## config.mk

```make
export PLATFORM = sky130hd
export DESIGN_NAME = elevator_target_scheduler
export DESIGN_NICKNAME = d
export VERILOG_FILES = /design/src/rtl/ets_pkg.sv /design/src/rtl/elevator_target_scheduler.sv /design/src/rtl/ets_ctrl.sv /design/src/rtl/ets_datapath.sv
export SDC_FILE = /design/constraint.sdc
export NUM_CORES = 1
export LEC_CHECK = 0
export BUFFER_PORTS_ARGS = -buffer_cell sky130_fd_sc_hd__buf_2
export CAP_MARGIN = 20
export CORE_MARGIN = 5
export CORE_UTILIZATION = 35
export DETAILED_ROUTE_END_ITERATION = 6
export SYNTH_ARGS = -nofsm -noshare
export SYNTH_HDL_FRONTEND = slang
export SYNTH_SLANG_ARGS = --single-unit
```

## constraint.sdc

```tcl
create_clock -name i_clk -period 6.4 [get_ports i_clk]
set_input_delay 0.64 -clock i_clk [delete_from_list [all_inputs] [get_ports i_clk]]
set_output_delay 0.64 -clock i_clk [all_outputs]
set_load 0.05 [all_outputs]
```

## src/rtl/ets_pkg.sv

```systemverilog
// Package with the shared constants and types of the elevator target scheduler.
`default_nettype none

package ets_pkg;

    localparam int FLOORS  = 16;
    localparam int FLOOR_W = 5;
    localparam int IDX_W   = $clog2(FLOORS);

    localparam logic [1:0] KIND_PRESS  = 2'd0;
    localparam logic [1:0] KIND_RESCAN = 2'd1;
    localparam logic [1:0] KIND_TICK   = 2'd2;

    localparam logic [1:0] EV_NONE  = 2'd0;
    localparam logic [1:0] EV_NEW   = 2'd1;
    localparam logic [1:0] EV_MOVED = 2'd2;
    localparam logic [1:0] EV_STOP  = 2'd3;

    localparam logic [1:0] HEAD_STOP = 2'd0;
    localparam logic [1:0] HEAD_UP   = 2'd1;
    localparam logic [1:0] HEAD_DOWN = 2'd2;

    typedef enum logic {
        ST_IDLE,
        ST_EXEC
    } t_state;

    typedef struct packed {
        logic load;
        logic commit;
    } t_dp_cmd;

endpackage

`default_nettype wire

```

## src/rtl/elevator_target_scheduler.sv

```systemverilog
// Top level of the elevator target scheduler: controller plus datapath.
//
//  Channel   Direction   Handshake                   Beat content
//  input     in          i_in_valid / o_in_stall     i_kind, i_floor
//  output    out         o_out_valid / i_out_stall   o_event_res, o_cabin_floor,
//                                                    o_target_floor, o_heading
//
// Every input beat passes through the idle and the execute state: on accept
// the pressed floor is marked in the pending bitmap, and in the execute state
// the bitmap scan or the tick update is applied and the result beat is loaded.
// The execute state waits only while an earlier result beat is still stalled.
// A new input beat is accepted while a finished result waits to be taken.
// Reset is synchronous and active low; it empties the bitmap, puts the cabin
// and the goal on floor 1 with no heading, and drops the output valid.
`default_nettype none

module elevator_target_scheduler (
    input  wire logic                          i_clk,
    input  wire logic                          i_rst_n,
    input  wire logic                          i_in_valid,
    output logic                               o_in_stall,
    input  wire logic [1:0]                    i_kind,
    input  wire logic [ets_pkg::FLOOR_W-1:0]   i_floor,
    output logic                               o_out_valid,
    input  wire logic                          i_out_stall,
    output logic [1:0]                         o_event_res,
    output logic [ets_pkg::FLOOR_W-1:0]        o_cabin_floor,
    output logic [ets_pkg::FLOOR_W-1:0]        o_target_floor,
    output logic [1:0]                         o_heading
);
    import ets_pkg::*;

    // Commands from the controller to the datapath: load marks the press
    // and captures the beat kind, commit applies the scan or the tick.
    t_dp_cmd cmd;

    ets_ctrl u_ctrl (
        .i_clk       (i_clk),
        .i_rst_n     (i_rst_n),
        .i_in_valid  (i_in_valid),
        .o_in_stall  (o_in_stall),
        .o_out_valid (o_out_valid),
        .i_out_stall (i_out_stall),
        .o_cmd       (cmd)
    );

    // The cabin, goal and heading outputs come straight from the state
    // registers; they only change at a commit, which waits until the
    // previous result beat has been taken, so a stalled beat holds.
    ets_datapath u_dp (
        .i_clk          (i_clk),
        .i_rst_n        (i_rst_n),
        .i_cmd          (cmd),
        .i_kind         (i_kind),
        .i_floor        (i_floor),
        .o_event_res    (o_event_res),
        .o_cabin_floor  (o_cabin_floor),
        .o_target_floor (o_target_floor),
        .o_heading      (o_heading)
    );

endmodule

`default_nettype wire

```

## src/rtl/ets_ctrl.sv

```systemverilog
// Controller state machine of the elevator target scheduler.
`default_nettype none

module ets_ctrl (
    input  wire logic            i_clk,
    input  wire logic            i_rst_n,
    input  wire logic            i_in_valid,
    output logic                 o_in_stall,
    output logic                 o_out_valid,
    input  wire logic            i_out_stall,
    output ets_pkg::t_dp_cmd     o_cmd
);
    import ets_pkg::*;

    t_state r_state;
    t_state n_state;
    logic   r_out_valid;
    logic   n_out_valid;
    logic   out_free;

    assign out_free = !r_out_valid || !i_out_stall;

    always_comb begin
        n_state = r_state;
        unique case (r_state)
            ST_IDLE: begin
                if (i_in_valid) begin
                    n_state = ST_EXEC;
                end
            end
            ST_EXEC: begin
                if (out_free) begin
                    n_state = ST_IDLE;
                end
            end
            default: n_state = ST_IDLE;
        endcase
    end

    always_comb begin
        o_in_stall = 1'b1;
        o_cmd      = '0;
        unique case (r_state)
            ST_IDLE: begin
                o_in_stall = 1'b0;
                o_cmd.load = i_in_valid;
            end
            ST_EXEC: begin
                o_cmd.commit = out_free;
            end
            default: o_in_stall = 1'b1;
        endcase
    end

    always_comb begin
        if (o_cmd.commit) begin
            n_out_valid = 1'b1;
        end else begin
            n_out_valid = r_out_valid && i_out_stall;
        end
    end

    always_ff @(posedge i_clk) begin
        if (!i_rst_n) begin
            r_state     <= ST_IDLE;
            r_out_valid <= 1'b0;
        end else begin
            r_state     <= n_state;
            r_out_valid <= n_out_valid;
        end
    end

    assign o_out_valid = r_out_valid;

endmodule

`default_nettype wire

```

## src/rtl/ets_datapath.sv

```systemverilog
// Datapath of the elevator target scheduler: floor bitmap, cabin state and scan.
`default_nettype none

module ets_datapath (
    input  wire logic                          i_clk,
    input  wire logic                          i_rst_n,
    input  wire ets_pkg::t_dp_cmd              i_cmd,
    input  wire logic [1:0]                    i_kind,
    input  wire logic [ets_pkg::FLOOR_W-1:0]   i_floor,
    output logic [1:0]                         o_event_res,
    output logic [ets_pkg::FLOOR_W-1:0]        o_cabin_floor,
    output logic [ets_pkg::FLOOR_W-1:0]        o_target_floor,
    output logic [1:0]                         o_heading
);
    import ets_pkg::*;

    logic [FLOORS-1:0]  r_pending;
    logic [FLOORS-1:0]  n_pending;
    logic [FLOOR_W-1:0] r_cabin;
    logic [FLOOR_W-1:0] n_cabin;
    logic [FLOOR_W-1:0] r_goal;
    logic [FLOOR_W-1:0] n_goal;
    logic [1:0]         r_heading;
    logic [1:0]         n_heading;
    logic [1:0]         r_kind;
    logic [1:0]         r_event;
    logic [1:0]         n_event;

    logic               press_ok;
    logic [IDX_W-1:0]   press_idx;
    logic [IDX_W-1:0]   cab_idx;
    logic [IDX_W-1:0]   goal_idx;
    logic               up_hit;
    logic [IDX_W-1:0]   up_idx;
    logic               dn_hit;
    logic [IDX_W-1:0]   dn_idx;
    logic               hit;
    logic [IDX_W-1:0]   hit_idx;
    logic [FLOOR_W-1:0] hit_floor;

    assign press_ok  = (i_kind == KIND_PRESS) && (i_floor != '0)
                       && (32'(i_floor) <= FLOORS);
    assign press_idx = IDX_W'(i_floor - FLOOR_W'(1));
    assign cab_idx   = IDX_W'(r_cabin - FLOOR_W'(1));
    assign goal_idx  = IDX_W'(r_goal - FLOOR_W'(1));

    // Nearest pending floor at or above the cabin, and at or below it.
    always_comb begin
        up_hit = 1'b0;
        up_idx = '0;
        for (int i = FLOORS - 1; i >= 0; i--) begin
            if (r_pending[i] && (IDX_W'(i) >= cab_idx)) begin
                up_hit = 1'b1;
                up_idx = IDX_W'(i);
            end
        end
    end

    always_comb begin
        dn_hit = 1'b0;
        dn_idx = '0;
        for (int i = 0; i < FLOORS; i++) begin
            if (r_pending[i] && (IDX_W'(i) <= cab_idx)) begin
                dn_hit = 1'b1;
                dn_idx = IDX_W'(i);
            end
        end
    end

    always_comb begin
        if (r_heading == HEAD_UP) begin
            hit     = up_hit || dn_hit;
            hit_idx = up_hit ? up_idx : dn_idx;
        end else begin
            hit     = dn_hit || up_hit;
            hit_idx = dn_hit ? dn_idx : up_idx;
        end
    end

    assign hit_floor = FLOOR_W'(hit_idx) + FLOOR_W'(1);

    always_comb begin
        n_pending = r_pending;
        n_cabin   = r_cabin;
        n_goal    = r_goal;
        n_heading = r_heading;
        n_event   = r_event;
        if (i_cmd.load) begin
            if (press_ok) begin
                n_pending[press_idx] = 1'b1;
            end
        end else if (i_cmd.commit) begin
            n_event = EV_NONE;
            unique case (r_kind)
                KIND_PRESS, KIND_RESCAN: begin
                    if (hit) begin
                        n_goal    = hit_floor;
                        n_heading = (hit_floor > r_cabin) ? HEAD_UP : HEAD_DOWN;
                        n_event   = EV_NEW;
                    end
                end
                KIND_TICK: begin
                    if (r_goal == r_cabin) begin
                        n_pending[goal_idx] = 1'b0;
                        n_event = EV_STOP;
                    end else begin
                        if ((r_heading == HEAD_UP) && (32'(r_cabin) < FLOORS)) begin
                            n_cabin = r_cabin + FLOOR_W'(1);
                        end else if ((r_heading == HEAD_DOWN) && (r_cabin > FLOOR_W'(1))) begin
                            n_cabin = r_cabin - FLOOR_W'(1);
                        end
                        n_event = EV_MOVED;
                    end
                end
                default: n_event = EV_NONE;
            endcase
        end
    end

    always_ff @(posedge i_clk) begin
        if (!i_rst_n) begin
            r_pending <= '0;
            r_cabin   <= FLOOR_W'(1);
            r_goal    <= FLOOR_W'(1);
            r_heading <= HEAD_STOP;
        end else begin
            r_pending <= n_pending;
            r_cabin   <= n_cabin;
            r_goal    <= n_goal;
            r_heading <= n_heading;
        end
    end

    always_ff @(posedge i_clk) begin
        if (i_cmd.load) begin
            r_kind <= i_kind;
        end
        r_event <= n_event;
    end

    assign o_event_res    = r_event;
    assign o_cabin_floor  = r_cabin;
    assign o_target_floor = r_goal;
    assign o_heading      = r_heading;

endmodule

`default_nettype wire

```

# Word level (Yosys, flattened, before mapping)
# Index checks and enable logic that the tools add are counted.
# totals
wordCells,208
inputBits,11
register_bits,34
# op_classes
add_sub_neg,5
bitwise,6
n_eq_ne,6
reduce_logical,55
order_cmp,40
muxes,88
# ops
operator,n
$mux W4,27
$mux W16,5
$mux W1,43
$logic_and A1 B1 Y1,39
$ge A4 B4 Y1 const A,8
$le A4 B4 Y1 const A,8
$and A16 B16 Y16,1
$ge A3 B4 Y1 const A,4
$le A3 B4 Y1 const A,4
$not A16 Y16,1
$or A16 B16 Y16,1
$mux W3,4
$lt A4 B5 Y1 const B,2
$mux W5,2
$demux W1 S4,2
$ge A1 B4 Y1 const A,2
$ge A2 B4 Y1 const A,2
$ge A4 B1 Y1 const B,2
$le A1 B4 Y1 const A,2
$le A2 B4 Y1 const A,2
$reduce_and A4 Y1,2
$reduce_bool A2 Y1,4
$sub A4 B1 Y4 const B,2
$mux W2,3
21 further kinds,28

# Depth between registers and ports, before layout
# logic_depth
ltp_word,24
depth_mapped,23
depth_no_buf,20

# Modules after synthesis
# A second synthesis with hierarchy kept.
# hier_totals
hier_cells,383
hier_area_um2,3009.1
# modules_own_cells
module,cells_per_inst,seq_area_each_um2,area_per_inst_um2,n_inst
ets_datapath,375,680.7,2930.3,1
ets_ctrl,8,40.0,78.8,1

# Least setup slack after synthesis
# No wires, ideal clock.
# synth_path
kind,register to register
from,"register u_dp.r_cabin[1], in the netlist u_dp.o_cabin_floor[1]"
to,"register u_dp.r_heading[0], in the netlist u_dp.o_heading[0]"
path_stages_with_launch,22
setup_time_ns,0.128
setup_slack_ns,1.629
arrival_time_ns,4.643
period_less_slack_ns,4.771
cell_sequence,dfxtp_1 buf_4 inv_1 ha_1 clkbuf_1 o22ai_1 a221o_1 nor4_4 a21oi_2 a21oi_4 mux2i_1 inv_1 ha_1 ha_1 nor2b_1 o21a_1 o21ai_0 nand2b_1 a21oi_1 a31oi_1 a21oi_1 nor2_1
# synth_via
elab_chain_cells,24
# synth_rtl
item,line_no,text
start: declaration,ets_datapath.sv:19,logic [FLOOR_W-1:0] r_cabin;
start signal: assignment,ets_datapath.sv:128,r_cabin <= n_cabin;
$sub A5 B1 Y5 (*),ets_datapath.sv:44,assign cab_idx = IDX_W'(r_cabin - FLOOR_W'(1));
$ge A4 B4 Y1 / $le A1 B4 Y1 (equally long branches),"ets_datapath.sv:52, ets_datapath.sv:63",
"$logic_and A1 B1 Y1, on equally long branches","ets_datapath.sv:52, ets_datapath.sv:63",
$mux W4 (tied with other cells) (16 in series),ets_datapath.sv:52,if (r_pending[i] && (IDX_W'(i) >= cab_idx)) begin
"$mux W4, on equally long branches","ets_datapath.sv:76, ets_datapath.sv:73",
$mux W4 (*),ets_datapath.sv:71,if (r_heading == HEAD_UP) begin
$add A4 B1 Y5 (*),ets_datapath.sv:80,assign hit_floor = FLOOR_W'(hit_idx) + FLOOR_W'(1);
named net u_dp.hit_floor[1],ets_datapath.sv:39,logic [FLOOR_W-1:0] hit_floor;
$gt A5 B5 Y1 (*),ets_datapath.sv:98,n_heading = (hit_floor > r_cabin) ? HEAD_UP : HEAD_DOWN;
$mux W2 (*),ets_datapath.sv:98,
end signal: assignment,ets_datapath.sv:130,r_heading <= n_heading;
end: declaration,ets_datapath.sv:23,logic [1:0] r_heading;
# The timed path passes the listed nets; every way through them passes the cells marked *.
# A chain may end at the register's enable or synchronous reset.

# Worst setup path in the final report
# Same ends and word-level chain as after synthesis.

==> reports/results.txt <==
Status - completed
Worst r2r src - u_dp.o_cabin_floor[1]
First-pass GRT wire length - 15400 µm
Critical Path End Type - register
Sequential area share after synthesis - 22.7%
Worst-Skew Late Latency - 0.29 ns
H-tree depth - 2
Total die area - 11100 µm²
Yosys top cell by area - dfxtp_1
DRC - 0
Syn avg cell area - 7.96 µm²
Detailed Routing Iterations Pass 1 - 5
Critical-path cell list - inv_1 -> ha_1 -> and2b_1 -> o21ai_0 -> nor2_4 -> a2111oi_4 -> a21oi_2 -> a21oi_4 -> mux2i_1 -> inv_1 -> ha_1 -> ha_1 -> nor2b_1 -> o21a_1 -> o21ai_0 -> nand2b_1 -> a21oi_1 -> a31oi_1 -> a21oi_1 -> nor2_1
Post-Syn Nets - 421
Detail Route Antenna Nets - 0
Critical Path Fanout Max - 18
Global route overflow - 0
Via count - 3124
DR vias/cell - 5.95
Top post-synthesis cells by count - o21ai_0 (37), nor2_1 (36), a21oi_1 (34), nand2_1 (33), dfxtp_1 (30)
Post-synth top flop - dfxtp_1
Unrepaired setup endpoints after global routing - false
Final setup fails - 0
DP HPWL - 7310 µm
CTS root buf - clkbuf_8
Worst path slowest cell - dfxtp_1
Post-synthesis adder-cell area fraction - 4.33%
Hold WC Path Type - register to register
Max Fclk - 0.193 GHz
Design area - 3480 µm²
Final Hold Viols - 0
Critical Path End - u_dp.o_heading[0]
HP Start - u_dp.o_target_floor[4]
Antenna cell count - 0
Top cell by count, worst path - ha_1
Synth top area share - 18.9%
Slew Limit Headroom - 40.5%
Worst-margin pin slew - 0.893 ns
Number of setup buffers added after CTS - 0
Die Ht - 105 µm
Row Count - 34
Number of global-route vias before repair - 2981
Area fraction in compound gates after synthesis - 33.6%
Avg WL per Cell - 17.8 µm
Layout cells sized above 1 - 16.8%
I/O Buffers - 26
Worst EP arrival - 5.36 ns
Reg2Reg Setup Slack - 1.21 ns
CTS resizes - 0
Skew final - 0.0117 ns
#FFs+latches synth - 34
Crit Path Category - register to register
Top cells by area, synth - dfxtp_1 (19%), o21ai_0 (5.8%), a21oi_1 (5.4%)
Pin count of the biggest net entering global routing - 24
IO Count - 27
Worst setup path start - u_dp.o_cabin_floor[1]
CP max stage delay - 0.77 ns
Final Net Count - 438
Maxcap violations - 0
CTS Hold Bufs - 0
Reg-to-reg critical path endpoint - u_dp.o_heading[0]
CTS clk-pin slew, worst paths - 0.08 ns
Clock tree buffer depth - 2
XOR/XNOR Fraction of Synth Area - 5.24%
Count leader, synth - o21ai_0
Routed wire length - 9360 µm
Async SR Flop Fraction - 0%
Mapped Cells - 399
Post-synth EDFFs - 4
Final TNS setup - 0 ns
CTS Buf Count - 5
Maximum VDD drop - 72.5 µV
CTS tree - built
Final Wtd Congestion - 0.928
Fin crit period - 5.19 ns
Reg2reg path depth - 20
Post-synthesis mux area share - 1.38%
Synth-to-layout area growth - 9.49%
Placed Area - 3340 µm²
Total Routing Usage GR - 16.9%
Core ar. - 8760 µm²
Clock sink count - 34
Synth Warn # - 0
Initial Util - 36.3%
Simple-gate portion of the synthesized area - 26.5%
Leakage - 0.00129 µW
CP required - 6.57 ns
Period Utilization, post-route - 81.1%
Largest family of logic cells by synthesized area - compound AO/OA/AOI/OAI gates
Post-Syn Area - 3180 µm²
Overall die width - 105 µm
PD cells - 150 nW/µm²
Antenna violations before repair - 0
Final Max Slew Viols - 0
Startpoint Class - register
Iteration-0 DRC Markers - 308
Netlist cell types - 85
-- routing by layer --
layer  vias up  routed length, µm  global-route usage [%]
met5         -                  0                       0
met4         0                152                    5.39
met3        17                571                    2.51
met2       136               4220                    26.4
met1      1458               4420                    24.0
li1       1513                  -                       -
-- logic make-up (layout without fill, tap and decap cells) --
kind of cell	after synthesis	in the layout
xor gates and xnor gates	16	16
adders and majority gates	11	11
DFF	34	34
muxes	4	4
buffers and inverters	38	56
and+or+nand+nor	148	148
AOI/OAI and AO/OA	148	148
-- flip-flops by register name (all words and copies together) (netlist names) --
register	flops
u_dp.o_target_floor	5
u_dp.o_event_res	2
u_ctrl.o_out_valid	1
u_dp.o_heading	2
u_dp.o_cabin_floor	5
u_ctrl.r_state	1
u_dp.r_pending	16
u_dp.r_kind	2
-- how the worst min path moves through the flow --
stage | end | slack [ns] | depth (start not counted)
3_3_place_gp | u_dp.o_target_floor[4] | 0.50 | 2
3_5_place_dp | u_ctrl.o_out_valid | 0.50 | 2
6_report | u_dp.o_target_floor[4] | 0.53 | 2
5_1_grt | u_dp.r_kind[0] | 0.53 | 1
4_1_cts | u_dp.o_target_floor[4] | 0.53 | 2
2_1_floorplan | u_dp.r_pending[6] | 0.46 | 2
-- final cells by class --
cell class	count	area (µm²)
Clock inverter	3	68.8
Clock buffer	5	68.8
Sequential cell	34	721
Timing Repair Buffer	30	160
Inverter	18	67.6
Fill cell	925	5290
Tap cell	108	135
Multi-Input combinational cell	327	2260
-- cells in the final DEF, fill, tap and decap left out, types with 6 or more instances in the layout --
master | synthesis | final
a21oi_1 | 34 | 34
a31oi_1 | 6 | 6
buf_2 | 4 | 26
dfxtp_1 | 30 | 30
ha_1 | 11 | 11
inv_1 | 17 | 17
nand2_1 | 33 | 33
nand2b_1 | 12 | 12
nand3_1 | 11 | 11
nor2_1 | 36 | 36
nor3_1 | 7 | 7
o21ai_0 | 37 | 37
o21ai_1 | 6 | 6
xnor2_1 | 10 | 10
-- stage by stage --
step	power [µW]	std cells	setup slack, ns	hold WS, ns	utilization (%)
2_1_floorplan	268	399	1.63	0.463	-
3_3_place_gp	282	517	1.42	0.501	38.1
3_5_place_dp	283	517	1.27	0.496	38.1
4_1_cts	525	525	1.25	0.531	39.7
5_1_grt	543	525	0.739	0.529	39.7
6_report	523	525	1.21	0.529	39.7
-- power breakdown --
part / switching [µW] / total (µW) / internal [µW]
clock: 87.8 / 244 / 156
sequential: 2.57 / 222 / 219
combinational: 36.8 / 56.7 / 19.9
-- worst max-delay path, delay by kind of cell (launching register included) --
family          cells  cell delay [ns]
compound gates      9             1.78
simple gates        5             0.69
mux                 1             0.33
flops               1             0.77
fa+ha+maj           3             1.10
buf+inv             2             0.37
No activity file was read; power rests on OpenSTA's default activity.
